<file path="config.mk">
export PLATFORM = sky130hd
export DESIGN_NAME = servo_angle_pulse_mapper_top
export DESIGN_NICKNAME = d
export VERILOG_FILES = /design/src/design/sapm_pkg.sv /design/src/design/servo_angle_pulse_mapper_top.sv
export SDC_FILE = /design/constraint.sdc
export NUM_CORES = 1
export LEC_CHECK = 0
export ABC_AREA = 1
export BUFFER_PORTS_ARGS = -buffer_cell sky130_fd_sc_hd__buf_4
export CORE_MARGIN = 3
export CORE_UTILIZATION = 69
export DETAILED_ROUTE_END_ITERATION = 8
export PLACE_DENSITY = 0.87
export SYNTH_ARGS = -nofsm -noshare
export SYNTH_HDL_FRONTEND = slang
export SYNTH_SLANG_ARGS = --single-unit
</file>
<file path="constraint.sdc">
create_clock -name clk -period 12.25 [get_ports clk]
set_input_delay 0 -clock clk [delete_from_list [all_inputs] [get_ports clk]]
set_output_delay 0 -clock clk [all_outputs]
set_load 0.05 [all_outputs]
</file>
<file path="src/design/sapm_pkg.sv">
`default_nettype none

package sapm_pkg;

    localparam int PERIOD_COUNT_DEF = 13019;
    localparam int PERIOD_US_DEF    = 20000;

    localparam int FRAC_BITS = 17;
    localparam int MUL_BITS  = 17;
    localparam int LDIV_BITS = 32;

    localparam logic [16:0] FRAC_ONE = 17'h10000;

    localparam logic signed [17:0] HARD_MIN_Q4 = 18'sd4800;
    localparam logic signed [17:0] HARD_MAX_Q4 = 18'sd43200;

    typedef logic [1:0] opcode_t;
    localparam opcode_t OP_ANGLE   = 2'd0;
    localparam opcode_t OP_PULSE   = 2'd1;
    localparam opcode_t OP_REAPPLY = 2'd2;

    typedef logic [2:0] cfg_idx_t;
    localparam cfg_idx_t CFG_SAFE_MIN = 3'd0;
    localparam cfg_idx_t CFG_SAFE_MAX = 3'd1;
    localparam cfg_idx_t CFG_CAL_MIN  = 3'd2;
    localparam cfg_idx_t CFG_CAL_MAX  = 3'd3;
    localparam cfg_idx_t CFG_PLS_MIN  = 3'd4;
    localparam cfg_idx_t CFG_PLS_MAX  = 3'd5;
    localparam cfg_idx_t CFG_TRIM     = 3'd6;
    localparam cfg_idx_t CFG_DIR      = 3'd7;

    localparam logic [14:0]        SAFE_MIN_RST   = 15'd1000;
    localparam logic [14:0]        SAFE_MAX_RST   = 15'd3000;
    localparam logic [14:0]        CAL_MIN_RST    = 15'd0;
    localparam logic [14:0]        CAL_MAX_RST    = 15'd17000;
    localparam logic [15:0]        PLS_MIN_RST    = 16'd8800;
    localparam logic [15:0]        PLS_MAX_RST    = 16'd40000;
    localparam logic signed [15:0] TRIM_RST       = 16'sd0;
    localparam logic               DIR_RST        = 1'b0;
    localparam logic [14:0]        LAST_ANGLE_RST = 15'd1000;

    typedef enum logic [3:0] {
        ST_IDLE,
        ST_BASE,
        ST_TRIM,
        ST_NORM,
        ST_DIV,
        ST_FRAC,
        ST_MUL,
        ST_POST,
        ST_BACK,
        ST_LMUL,
        ST_LDIV,
        ST_DONE
    } state_t;

    function automatic logic signed [17:0] clamp18(
        input logic signed [17:0] v,
        input logic signed [17:0] lo,
        input logic signed [17:0] hi
    );
        logic signed [17:0] r;
        if (v < lo)
        begin
            r = lo;
        end
        else if (v > hi)
        begin
            r = hi;
        end
        else
        begin
            r = v;
        end
        return r;
    endfunction

endpackage

`default_nettype wire

</file>
<file path="src/design/servo_angle_pulse_mapper_top.sv">
// Beats are taken one at a time: s_tready is high only while the sequencer is idle,
// and it goes back to idle once the result is loaded into the output register.
// One bit-serial datapath runs a 17-step normalize divide, a 17-step span multiply,
// a 17-step level multiply and a 32-step level divide in turn.
// Reset (rst_n low, asynchronous): registers to their defaults, last angle 1000 cdeg,
// sequencer idle, no output beat pending.
`default_nettype none

module servo_angle_pulse_mapper_top #(
    parameter int PERIOD_COUNT = sapm_pkg::PERIOD_COUNT_DEF,
    parameter int PERIOD_US    = sapm_pkg::PERIOD_US_DEF
) (
    input  wire         clk,
    input  wire         rst_n,
    input  wire         cfg_we,
    input  wire  [2:0]  cfg_idx,
    input  wire  [15:0] cfg_wdata,
    input  wire         s_tvalid,
    output logic        s_tready,
    input  wire  [39:0] s_tdata,   // angle_cdeg [16:0], pulse_q4 [32:17], zero [39:33]
    input  wire  [1:0]  s_tuser,   // opcode [1:0]
    output logic        m_tvalid,
    input  wire         m_tready,
    output logic [31:0] m_tdata    // pwm_level [15:0], last_angle_cdeg [30:16], zero [31]
);

    localparam int LVL_DEN = PERIOD_US * 16;
    localparam int DEN_W   = $clog2(LVL_DEN + 1);
    localparam int CNT_W   = $clog2(sapm_pkg::LDIV_BITS);

    localparam logic [15:0]      PC_Q      = 16'(PERIOD_COUNT);
    localparam logic [DEN_W:0]   LVL_DEN_Q = (DEN_W + 1)'(LVL_DEN);
    localparam logic [CNT_W-1:0] DIV_LOAD  = CNT_W'(sapm_pkg::FRAC_BITS - 1);
    localparam logic [CNT_W-1:0] MUL_LOAD  = CNT_W'(sapm_pkg::MUL_BITS - 1);
    localparam logic [CNT_W-1:0] LDIV_LOAD = CNT_W'(sapm_pkg::LDIV_BITS - 1);

    logic [14:0]        safe_min_reg;
    logic [14:0]        safe_max_reg;
    logic [14:0]        cal_min_reg;
    logic [14:0]        cal_max_reg;
    logic [15:0]        pulse_min_reg;
    logic [15:0]        pulse_max_reg;
    logic signed [15:0] trim_reg;
    logic               dir_pos_reg;
    logic [14:0]        last_angle_reg;

    sapm_pkg::state_t   state_reg;
    sapm_pkg::state_t   state_next;
    logic [CNT_W-1:0]   cnt_reg;
    logic               m_tvalid_reg;
    logic               load_out;

    logic               pulse_mode_reg;
    logic signed [16:0] ang_src_reg;
    logic [15:0]        pulse_in_reg;
    logic [14:0]        base_reg;
    logic [14:0]        sa_reg;
    logic [15:0]        p_reg;
    logic [15:0]        num_reg;
    logic [15:0]        den_reg;
    logic               frac_zero_reg;
    logic [16:0]        q_reg;
    logic [16:0]        hi_reg;
    logic [16:0]        lo_reg;
    logic [15:0]        mcand_reg;
    logic [DEN_W-1:0]   lrem_reg;
    logic [31:0]        ldq_reg;
    logic [15:0]        pwm_reg;
    logic [14:0]        out_angle_reg;

    logic signed [17:0] smin_s;
    logic signed [17:0] smax_s;
    logic signed [17:0] cmin_s;
    logic signed [17:0] cmax_s;
    logic signed [17:0] pmin_s;
    logic signed [17:0] pmax_s;
    logic signed [17:0] trim_ext;
    logic signed [15:0] cspan;
    logic signed [16:0] pspan;
    logic [15:0]        cspan_mag;

    logic signed [17:0] base_w;
    logic signed [17:0] hard_w;
    logic signed [17:0] sa_trim_w;
    logic signed [17:0] cal_c_w;
    logic signed [17:0] pls_c_w;
    logic signed [17:0] back_ang_w;
    logic signed [17:0] sa_back_w;
    logic signed [17:0] base_back_w;
    logic [15:0]        mprod_w;
    logic [15:0]        pulse_ang_w;

    logic [16:0]        dtrial;
    logic               dge;
    logic [16:0]        frac_raw;
    logic [16:0]        frac_w;
    logic [17:0]        msum;
    logic [DEN_W:0]     ltrial;
    logic               lge;
    logic [15:0]        level_w;

    assign smin_s   = $signed({3'b000, safe_min_reg});
    assign smax_s   = $signed({3'b000, safe_max_reg});
    assign cmin_s   = $signed({3'b000, cal_min_reg});
    assign cmax_s   = $signed({3'b000, cal_max_reg});
    assign pmin_s   = $signed({2'b00, pulse_min_reg});
    assign pmax_s   = $signed({2'b00, pulse_max_reg});
    assign trim_ext = $signed({{2{trim_reg[15]}}, trim_reg});

    assign cspan     = $signed({1'b0, cal_max_reg}) - $signed({1'b0, cal_min_reg});
    assign pspan     = $signed({1'b0, pulse_max_reg}) - $signed({1'b0, pulse_min_reg});
    assign cspan_mag = cspan[15] ? 16'(-cspan) : cspan;

    assign base_w    = sapm_pkg::clamp18({ang_src_reg[16], ang_src_reg}, smin_s, smax_s);
    assign hard_w    = sapm_pkg::clamp18($signed({2'b00, pulse_in_reg}),
                                         sapm_pkg::HARD_MIN_Q4, sapm_pkg::HARD_MAX_Q4);
    assign sa_trim_w = sapm_pkg::clamp18($signed({3'b000, base_reg}) + trim_ext,
                                         smin_s, smax_s);
    assign cal_c_w   = sapm_pkg::clamp18($signed({3'b000, sa_reg}), cmin_s, cmax_s);
    assign pls_c_w   = sapm_pkg::clamp18($signed({2'b00, p_reg}), pmin_s, pmax_s);

    assign mprod_w     = {hi_reg[14:0], lo_reg[16]};
    assign pulse_ang_w = (pspan > 17'sd0) ? pulse_min_reg + mprod_w : pulse_min_reg;
    assign back_ang_w  = cspan[15] ? cmin_s - $signed({2'b00, mprod_w})
                                   : cmin_s + $signed({2'b00, mprod_w});
    assign sa_back_w   = sapm_pkg::clamp18(back_ang_w, smin_s, smax_s);
    assign base_back_w = sapm_pkg::clamp18($signed({3'b000, sa_reg}) - trim_ext,
                                           smin_s, smax_s);

    assign dtrial = (cnt_reg == DIV_LOAD) ? {1'b0, num_reg} : {num_reg, 1'b0};
    assign dge    = dtrial >= {1'b0, den_reg};

    assign frac_raw = frac_zero_reg ? 17'd0 : q_reg;
    assign frac_w   = dir_pos_reg ? frac_raw : sapm_pkg::FRAC_ONE - frac_raw;

    assign msum = {1'b0, hi_reg} + (lo_reg[0] ? {2'b00, mcand_reg} : 18'd0);

    assign ltrial = {lrem_reg, ldq_reg[31]};
    assign lge    = ltrial >= LVL_DEN_Q;

    assign level_w = (|ldq_reg[31:16]) ? 16'hFFFF : ldq_reg[15:0];

    // next state
    always_comb
    begin
        state_next = state_reg;
        case (state_reg)
            sapm_pkg::ST_IDLE:
            begin
                if (s_tvalid)
                begin
                    state_next = sapm_pkg::ST_BASE;
                end
            end
            sapm_pkg::ST_BASE:
            begin
                state_next = pulse_mode_reg ? sapm_pkg::ST_NORM : sapm_pkg::ST_TRIM;
            end
            sapm_pkg::ST_TRIM: state_next = sapm_pkg::ST_NORM;
            sapm_pkg::ST_NORM: state_next = sapm_pkg::ST_DIV;
            sapm_pkg::ST_DIV:
            begin
                if (cnt_reg == '0)
                begin
                    state_next = sapm_pkg::ST_FRAC;
                end
            end
            sapm_pkg::ST_FRAC: state_next = sapm_pkg::ST_MUL;
            sapm_pkg::ST_MUL:
            begin
                if (cnt_reg == '0)
                begin
                    state_next = sapm_pkg::ST_POST;
                end
            end
            sapm_pkg::ST_POST:
            begin
                state_next = pulse_mode_reg ? sapm_pkg::ST_BACK : sapm_pkg::ST_LMUL;
            end
            sapm_pkg::ST_BACK: state_next = sapm_pkg::ST_LMUL;
            sapm_pkg::ST_LMUL:
            begin
                if (cnt_reg == '0)
                begin
                    state_next = sapm_pkg::ST_LDIV;
                end
            end
            sapm_pkg::ST_LDIV:
            begin
                if (cnt_reg == '0)
                begin
                    state_next = sapm_pkg::ST_DONE;
                end
            end
            sapm_pkg::ST_DONE:
            begin
                if (load_out)
                begin
                    state_next = sapm_pkg::ST_IDLE;
                end
            end
            default: state_next = sapm_pkg::ST_IDLE;
        endcase
    end

    // outputs
    always_comb
    begin
        s_tready = 1'b0;
        load_out = 1'b0;
        case (state_reg)
            sapm_pkg::ST_IDLE: s_tready = 1'b1;
            sapm_pkg::ST_DONE: load_out = !m_tvalid_reg || m_tready;
            default:
            begin
                s_tready = 1'b0;
                load_out = 1'b0;
            end
        endcase
    end

    assign m_tvalid = m_tvalid_reg;
    assign m_tdata  = {1'b0, out_angle_reg, pwm_reg};

    always_ff @(posedge clk or negedge rst_n)
    begin
        if (!rst_n)
        begin
            safe_min_reg   <= sapm_pkg::SAFE_MIN_RST;
            safe_max_reg   <= sapm_pkg::SAFE_MAX_RST;
            cal_min_reg    <= sapm_pkg::CAL_MIN_RST;
            cal_max_reg    <= sapm_pkg::CAL_MAX_RST;
            pulse_min_reg  <= sapm_pkg::PLS_MIN_RST;
            pulse_max_reg  <= sapm_pkg::PLS_MAX_RST;
            trim_reg       <= sapm_pkg::TRIM_RST;
            dir_pos_reg    <= sapm_pkg::DIR_RST;
            last_angle_reg <= sapm_pkg::LAST_ANGLE_RST;
            state_reg      <= sapm_pkg::ST_IDLE;
            cnt_reg        <= '0;
            m_tvalid_reg   <= 1'b0;
        end
        else
        begin
            state_reg <= state_next;
            if (cfg_we)
            begin
                case (cfg_idx)
                    sapm_pkg::CFG_SAFE_MIN: safe_min_reg  <= cfg_wdata[14:0];
                    sapm_pkg::CFG_SAFE_MAX: safe_max_reg  <= cfg_wdata[14:0];
                    sapm_pkg::CFG_CAL_MIN:  cal_min_reg   <= cfg_wdata[14:0];
                    sapm_pkg::CFG_CAL_MAX:  cal_max_reg   <= cfg_wdata[14:0];
                    sapm_pkg::CFG_PLS_MIN:  pulse_min_reg <= cfg_wdata;
                    sapm_pkg::CFG_PLS_MAX:  pulse_max_reg <= cfg_wdata;
                    sapm_pkg::CFG_TRIM:     trim_reg      <= $signed(cfg_wdata);
                    sapm_pkg::CFG_DIR:      dir_pos_reg   <= cfg_wdata[0];
                    default:                dir_pos_reg   <= dir_pos_reg;
                endcase
            end
            case (state_reg)
                sapm_pkg::ST_NORM: cnt_reg <= DIV_LOAD;
                sapm_pkg::ST_FRAC: cnt_reg <= MUL_LOAD;
                sapm_pkg::ST_POST:
                begin
                    if (!pulse_mode_reg)
                    begin
                        cnt_reg <= MUL_LOAD;
                    end
                end
                sapm_pkg::ST_BACK: cnt_reg <= MUL_LOAD;
                sapm_pkg::ST_LMUL:
                begin
                    cnt_reg <= (cnt_reg == '0) ? LDIV_LOAD : cnt_reg - 1'b1;
                end
                sapm_pkg::ST_DIV, sapm_pkg::ST_MUL, sapm_pkg::ST_LDIV:
                begin
                    cnt_reg <= cnt_reg - 1'b1;
                end
                default: cnt_reg <= cnt_reg;
            endcase
            if (load_out)
            begin
                last_angle_reg <= base_reg;
                m_tvalid_reg   <= 1'b1;
            end
            else if (m_tready)
            begin
                m_tvalid_reg <= 1'b0;
            end
        end
    end

    always_ff @(posedge clk)
    begin
        case (state_reg)
            sapm_pkg::ST_IDLE:
            begin
                if (s_tvalid)
                begin
                    pulse_mode_reg <= (s_tuser == sapm_pkg::OP_PULSE);
                    ang_src_reg    <= (s_tuser == sapm_pkg::OP_ANGLE)
                                      ? $signed(s_tdata[16:0])
                                      : $signed({2'b00, last_angle_reg});
                    pulse_in_reg   <= s_tdata[32:17];
                end
            end
            sapm_pkg::ST_BASE:
            begin
                base_reg <= base_w[14:0];
                p_reg    <= hard_w[15:0];
            end
            sapm_pkg::ST_TRIM:
            begin
                sa_reg <= sa_trim_w[14:0];
            end
            sapm_pkg::ST_NORM:
            begin
                if (pulse_mode_reg)
                begin
                    num_reg       <= pls_c_w[15:0] - pulse_min_reg;
                    den_reg       <= pspan[15:0];
                    frac_zero_reg <= (pspan <= 17'sd0);
                end
                else
                begin
                    num_reg       <= cal_c_w[15:0] - {1'b0, cal_min_reg};
                    den_reg       <= cspan;
                    frac_zero_reg <= (cspan <= 16'sd0);
                end
            end
            sapm_pkg::ST_DIV:
            begin
                num_reg <= dge ? 16'(dtrial - {1'b0, den_reg}) : dtrial[15:0];
                q_reg   <= {q_reg[15:0], dge};
            end
            sapm_pkg::ST_FRAC:
            begin
                hi_reg    <= '0;
                lo_reg    <= frac_w;
                mcand_reg <= pulse_mode_reg ? cspan_mag : pspan[15:0];
            end
            sapm_pkg::ST_MUL:
            begin
                hi_reg <= msum[17:1];
                lo_reg <= {msum[0], lo_reg[16:1]};
            end
            sapm_pkg::ST_POST:
            begin
                if (pulse_mode_reg)
                begin
                    sa_reg <= sa_back_w[14:0];
                end
                else
                begin
                    hi_reg    <= '0;
                    lo_reg    <= {1'b0, pulse_ang_w};
                    mcand_reg <= PC_Q;
                end
            end
            sapm_pkg::ST_BACK:
            begin
                base_reg  <= base_back_w[14:0];
                hi_reg    <= '0;
                lo_reg    <= {1'b0, p_reg};
                mcand_reg <= PC_Q;
            end
            sapm_pkg::ST_LMUL:
            begin
                hi_reg <= msum[17:1];
                lo_reg <= {msum[0], lo_reg[16:1]};
                if (cnt_reg == '0)
                begin
                    ldq_reg  <= {msum[15:0], lo_reg[16:1]};
                    lrem_reg <= '0;
                end
            end
            sapm_pkg::ST_LDIV:
            begin
                lrem_reg <= lge ? DEN_W'(ltrial - LVL_DEN_Q) : ltrial[DEN_W-1:0];
                ldq_reg  <= {ldq_reg[30:0], lge};
            end
            sapm_pkg::ST_DONE:
            begin
                if (load_out)
                begin
                    pwm_reg       <= level_w;
                    out_angle_reg <= base_reg;
                end
            end
            default:
            begin
                q_reg <= q_reg;
            end
        endcase
    end

    a_accept_starts: assert property (@(posedge clk) disable iff (!rst_n)
        (s_tvalid && s_tready) |=> (state_reg == sapm_pkg::ST_BASE))
        else $error("accepted beat did not start the sequence");

    a_div_count: assert property (@(posedge clk) disable iff (!rst_n)
        (state_reg == sapm_pkg::ST_DIV) |-> (cnt_reg <= DIV_LOAD))
        else $error("normalize divide step count out of range");

    a_span_product: assert property (@(posedge clk) disable iff (!rst_n)
        (state_reg == sapm_pkg::ST_POST) |-> (hi_reg[16:15] == 2'b00))
        else $error("span product exceeds 32 bits");

    a_out_from_done: assert property (@(posedge clk) disable iff (!rst_n)
        $rose(m_tvalid) |-> ($past(state_reg) == sapm_pkg::ST_DONE))
        else $error("output beat raised outside the final step");

    a_last_angle_match: assert property (@(posedge clk) disable iff (!rst_n)
        $rose(m_tvalid) |-> (m_tdata[30:16] == last_angle_reg))
        else $error("output angle differs from stored last angle");

endmodule

`default_nettype wire

</file>
== Word-level counts from Yosys, hierarchy flattened ==
Index checks and enable logic that the tools add are counted.

* Add/sub/neg operators: 15
* $lt $le $gt $ge: 19
* Equality and inequality tests: 28
* Multiplexer cells: 57
* Reductions and logical operators: 38

{| class="wikitable"
|+ Operators with widths
! kind !! count
|-
| $mux W15 || 12
|-
| $mux W16 || 11
|-
| $mux W17 || 5
|-
| $pmux W17 S4 || 1
|-
| $pmux W32 S2 || 1
|-
| $pmux W15 S2 || 2
|-
| $gt A17 B16 Y1 || 3
|-
| $lt A17 B16 Y1 || 3
|-
| $pmux W17 S3 || 1
|-
| $pmux W16 S3 || 1
|-
| $pmux W4 S12 || 1
|-
| $mux W19 || 2
|-
| $pmux W19 S2 || 1
|-
| $sub A16 B16 Y17 || 2
|-
| $mux W32 || 1
|-
| $pmux W16 S2 || 1
|-
| $reduce_and A2 Y1 || 16
|-
| $sub A16 B16 Y16 || 2
|-
| $mux W4 || 6
|-
| $ge A20 B19 Y1 const B || 1
|-
| $pmux W5 S4 || 1
|-
| $sub A19 B19 Y19 const B || 1
|-
| $add A17 B16 Y18 || 1
|-
| $gt A18 B16 Y1 || 1
|-
| 46 further kinds || 80
|}

* Register bits after elaboration: 396
* Input bits: 66
* Output and inout port bits: 34
* Word-level logic and storage cells: 188

== Longest topological paths before layout ==
* Word-level depth: 7
* Gate-level depth with buffers: 31
* Mapped depth without buffers: 29

== Worst setup path after synthesis ==
OpenSTA, ideal clock, no wires.

* Kind: register -> register
* From: register cal_min_reg[1]
* To: register num_reg[10] (data pin)
* Library setup time: 0.152 ns
* Arrival time: 3.904 ns
* Required time: 12.098 ns
* Path slack: 8.193 ns
* Cell stages (with the launch flop): 26
* Buffers on the path: 2
* Period minus slack after synthesis: 4.057 ns
* Path through: dfrtp_1 > inv_1 > ha_1 > nand2_1 > a21oi_1 > a211oi_1 > o221ai_1 > nand3_1 > nand2_1 > clkbuf_1 > clkbuf_1 > o21ai_0 > ha_1 > fa_1 > inv_1 > nand3_1 > nand2_1 > nand2_1 > nand2_1 > a21oi_1 > o21ai_0 > a21boi_0 > or2_2 > nand3_1 > o211ai_1 > o21ai_0

* Word-level cells in the longest chain between the ends: 5

{| class="wikitable"
|+ Ends and longest elaborated chain
! element !! line !! RTL
|-
| start: declaration || servo_angle_pulse_mapper_top.sv:39 || <nowiki>logic [14:0] cal_min_reg;</nowiki>
|-
| start signal: assignment || servo_angle_pulse_mapper_top.sv:231 || <nowiki>cal_min_reg <= sapm_pkg::CAL_MIN_RST;</nowiki>
|-
| start signal: assignment || servo_angle_pulse_mapper_top.sv:250 || <nowiki>sapm_pkg::CFG_CAL_MIN: cal_min_reg <= cfg_wdata[14:0];</nowiki>
|-
| $lt A15 B15 Y1 || sapm_pkg.sv:63 || <nowiki>if (v < lo)</nowiki>
|-
| $mux W15 || sapm_pkg.sv:63 ||
|-
| $sub A16 B15 Y16 (*) || servo_angle_pulse_mapper_top.sv:325 || <nowiki>num_reg <= cal_c_w[15:0] - {1'b0, cal_min_reg};</nowiki>
|-
| $mux W16 (*) || servo_angle_pulse_mapper_top.sv:317 || <nowiki>if (pulse_mode_reg)</nowiki>
|-
| $pmux W16 S2 (*) || servo_angle_pulse_mapper_top.sv:294 || <nowiki>case (state_reg)</nowiki>
|-
| end signal: assignment || servo_angle_pulse_mapper_top.sv:319 || <nowiki>num_reg <= pls_c_w[15:0] - pulse_min_reg;</nowiki>
|-
| end signal: assignment || servo_angle_pulse_mapper_top.sv:325 ||
|-
| end signal: assignment || servo_angle_pulse_mapper_top.sv:332 || <nowiki>num_reg <= dge ? 16'(dtrial - {1'b0, den_reg}) : dtrial[15:0];</nowiki>
|-
| end: declaration || servo_angle_pulse_mapper_top.sv:59 || <nowiki>logic [15:0] num_reg;</nowiki>
|}

Mark *: on every way between the ends. The rest lies on a longest branch, timed or not.
A chain may end at the register's enable or synchronous reset.

== Worst setup path in the final report ==
* From: register pulse_min_reg[1]
* To: register num_reg[12] (data pin)

* Word-level cells in the longest chain between the ends: 5

{| class="wikitable"
|+ Ends and longest elaborated chain
! element !! line !! RTL
|-
| start: declaration || servo_angle_pulse_mapper_top.sv:41 || <nowiki>logic [15:0] pulse_min_reg;</nowiki>
|-
| start signal: assignment || servo_angle_pulse_mapper_top.sv:233 || <nowiki>pulse_min_reg <= sapm_pkg::PLS_MIN_RST;</nowiki>
|-
| start signal: assignment || servo_angle_pulse_mapper_top.sv:252 || <nowiki>sapm_pkg::CFG_PLS_MIN: pulse_min_reg <= cfg_wdata;</nowiki>
|-
| $lt A16 B16 Y1 || sapm_pkg.sv:63 ||
|-
| $mux W16 || sapm_pkg.sv:63 ||
|-
| $sub A16 B16 Y16 (*) || servo_angle_pulse_mapper_top.sv:319 ||
|-
| $mux W16 (*) || servo_angle_pulse_mapper_top.sv:317 ||
|-
| $pmux W16 S2 (*) || servo_angle_pulse_mapper_top.sv:294 ||
|}

Marks and branches as above.

==> results <==
- The achievable frequency is 0.162 GHz.
- The first TritonRoute pass finished after 7 iterations.
- After detailed routing, the number of vias per cell comes to 6.29.
- The routability-driven placement congestion ratio is 1.02.
- In this run the core area contains 77 standard-cell rows.
- The share of synthesized area in the top cell type comes to 0.249.
- Measured along the x axis, the die boundary spans 220 µm.
- The share of the synthesized area in compound gates (AO/OA/AOI/OAI) came to 0.154.
- The first-pass GRT wire length is 159 mm.
- The number of global-route vias before repair is 28924.
- 100 I/O pins were placed.
- The initial antenna violation count was 1.
- The depth of the CTS H-tree is 2.
- The buffer type at the clock tree root is clkbuf_16.
- By area the synthesized netlist is led by edfxtp_1 (25%), ha_1 (14%), nand2_1 (12%).
- After synthesis, the largest family of logic cells by area is simple AND/OR/NAND/NOR gates.
- The area share of xor/xnor cells in the synthesized design is 0.0310.
- The leakage power is 16.6 nW.
- The total number of nets in the final design is 4683.
- In this run the worst path has a maximum fanout of 28.
- The number of enable flip-flop cells after synthesis is 262.
- The post-cts gate resize count is 0.
- The worst hold path belongs to the class in -> async.
- The critical path endpoint category is a register.
- The via count is 30709.
- Headroom to the max-slew limit came out at 0.186.
- The worst-case IR drop observed on VDD is 0.000222 V.
- In the layout the commonest cells are nand2_1 (1046), inv_1 (523), o21ai_0 (367).
- The library cell used most frequently in the layout, excluding fill and tap cells, is nand2_1.
- The number of placed instances, taps included, is 4751.
- The unique cell type count in the Yosys netlist is 66.
- Counting flops with an async set or reset pin after synthesis yields a share of 0.338.
- The mean instance size in the synthesized netlist is 7.60 µm².
- The area added between synthesis and finish is 9.79%.
- The met2 usage is 0.674.
- The max-slew violation total from the final report is 0.
- The cell area that synthesis handed to floorplanning was 31600 µm².
- For this configuration, the core starts out at a cell density of 0.707.
- Synthesis handed over a netlist of 4158 instances.
- Clock-pin slew was measured on the worst setup and hold paths at 0.06 ns.
- Before CTS, the worst setup slack after placement is 6.39 ns.
- TritonCTS created 44 clock buffers.
- For this run, the number of Yosys warnings is 0.
- The simple-gate share of the synthesized area is 0.233.
- The DRC violation count after routing is 0.
- The run finished with clean final reports.
- The layout cell share with drive strength beyond 1 is 0.0678.
- The routed wire length is 105 mm.
- The pin count of the biggest net entering global routing is 80.
- The total overflow left after global routing is 0.
- Clock skew on the completed layout was measured at 0.0175 ns.
- The register with the most flip-flops in the layout has 32 of them.
- TritonCTS built the clock tree.
- No sink is reached through more buffers than the 3 on the longest clock path.
- The portion of synthesized area spent on multiplexers is 0.
- The placeable core area is 44700 µm².
- The met3 capacity usage during global routing is 0.0951.
- The count of buffers added on input and output ports is 91.
- The critical path startpoint category is a register.
- The net count of the mapped netlist is 4583.
- Counting flops and latches in the post-synthesis netlist gives 396.
- Data arrives at the worst endpoint at 6.50 ns.
- The number of design-rule violations left by the first detailed-router iteration is 3418.
- Once detailed placement completed, the half-perimeter wirelength came to 75.7 mm.
- After routing, the total negative slack on setup checks comes to 0 ns.
- Setup repair after global routing left no endpoint under its margin.
- The fraction of the cycle the final worst path needs is 0.503.
- For the pin with the worst max-slew slack, the measured transition is 1.22 ns.
- From bottom edge to top edge, the die measures 220 µm.
- The largest total area in the synthesized netlist belongs to edfxtp_1.
- The share of the yosys chip area belonging to registers is 0.356.
- The insertion delay to the later sink of the worst-skew pair is 0.60 ns.
- The register-to-register setup slack is 6.09 ns.
- In the synthesized netlist the dominant register cell turns out to be edfxtp_1.
- For this design the ratio of total power to cell area is 311 nW/µm².
- Once detail routing completed, the nets flagged for antenna violations numbered 0.
- Across every metal layer, demand over resource in global routing totals 0.430.
- The adder-cell area share of the yosys netlist is 0.145.
- The global routing usage on met1 is 0.530.
- Setup violations remaining at the end of the flow were counted as 0.
- For the worst setup path, the data required time is 12.59 ns.
- After detailed routing, the average wire length per cell comes to 21.4 µm.
- CTS saw 396 sinks.
- The number of failing hold endpoints at the final stage is 0.
- The clock period minus worst slack is 6.16 ns.
- The worst slack on hold paths is 0.0285 ns.
- The critical setup path kind is reg -> reg.
- The die covers 48400 µm².
- The count of placed standard cells in the final layout, fillers left out is 4886.
- Across the run, the number of max-cap violations was 0.
- The least setup slack across all paths after layout is 6.09 ns.
- After global routing, the most crowded layer is met2.
cell families (layout without fill, tap and decap cells):
| family | after synthesis | count (layout) |
|---|---|---|
| adder cells (fa/ha/maj) | 359 | 359 |
| XOR/XNOR | 112 | 112 |
| other | 1 | 3 |
| AND/OR/NAND/NOR | 1759 | 1759 |
| AO/OA/AOI/OAI | 878 | 878 |
| buffers and inverters | 653 | 787 |
| flip-flops | 396 | 396 |
stage by stage:
step / power, mW / util / instance area [µm²]
floorplan: 7.30 / - / 31600
global route: 11.6 / 0.776 / 34700
detailed placement: 9.08 / 0.732 / 32700
CTS: 10.5 / 0.776 / 34700
global placement: 8.91 / 0.732 / 32700
finish: 10.8 / 0.777 / 34700
critical path, stage by stage, from the launching register on:
cell and delay (ns):
dfrtp_1 0.55, inv_1 0.20, ha_1 0.34, o21ai_0 0.08
nand2_1 0.09, nand3_1 0.06, a21boi_0 0.29, o21ai_0 0.15
nand2_1 0.23, clkinv_1 0.61, o21ai_0 0.42, ha_1 0.26
fa_1 0.22, inv_1 0.05, nand3_1 0.06, nand2_1 0.08
a21boi_0 0.55, o21ai_0 0.30, a31oi_1 0.28, o21ai_0 0.15
o21ai_0 0.63, nand2_1 0.13, nand2_1 0.12, nand2_1 0.07
synthesized netlist by cell type, types with 4 or more instances:
cell type     n
edfxtp_1    262
buf_4         4
clkbuf_1     79
a21oi_2       8
o21ai_1       4
o21bai_1     10
inv_1       524
buf_6         6
nor2_1      263
or2_2         7
xor2_1       76
nand4_1      41
o211ai_1     31
a21oi_1     344
o21ai_0     370
o21a_1        4
buf_2        24
a22oi_1      17
ha_1        348
inv_2         8
buf_1         4
dfrtp_1     101
xnor2_1      36
nor2_2        4
nand2_2      14
nor4_1       13
a21o_1       15
o31ai_1       8
nand2_1    1047
nand3_1     285
dfstp_2      33
nor3_1       51
fa_1         11
nor3_2        4
nand3b_1     14
a21boi_0     13
a211oi_1      9
a31oi_1      14
final timing paths:
check / startpoint / end / cells past startpoint
max: pulse_min_reg[1]$_DFFE_PN0P_ / num_reg[12]$_DFFE_PP_ / 23
min: rst_n / trim_reg[9]$_DFFE_PN0P_ / 2
max reg2reg: pulse_min_reg[1]$_DFFE_PN0P_ / num_reg[12]$_DFFE_PP_ / 23
min reg2reg: q_reg[14]$_DFFE_PP_ / q_reg[15]$_DFFE_PP_ / 0
max in group asynchronous: rst_n / pulse_min_reg[1]$_DFFE_PN0P_ / 3
min in group clk: cfg_wdata[9] / pulse_min_reg[9]$_DFFE_PN1P_ / 3
repair_timing:
item,in CTS,in global routing
endpoints found under the hold margin,173,0
hold buffers,53,0
setup buffers,0,0
final cells by class:
cell class	instances	area, µm²
multi-input combinational	3109	17800
sequential	396	11300
fill	3235	9990
inverter	536	2010
timing repair buffer	171	1420
clock buffer	53	1180
tap	592	741
clock inverter	27	260
antenna	2	5.00
routing by layer:
layer | up-vias | routed length (µm)
met5 | - | 0
met1 | 14020 | 38000
li1 | 14242 | -
met2 | 1927 | 46100
met4 | 0 | 9000
met3 | 520 | 11700
where the power goes:
group          switching (mW)  internal, mW  total, mW  leakage, nW
Combinational            4.63          2.35       6.97         11.9
Sequential              0.435          2.01       2.44         3.99
Clock                   0.612         0.758       1.37        0.710
(Power assumes the default switching activity.)
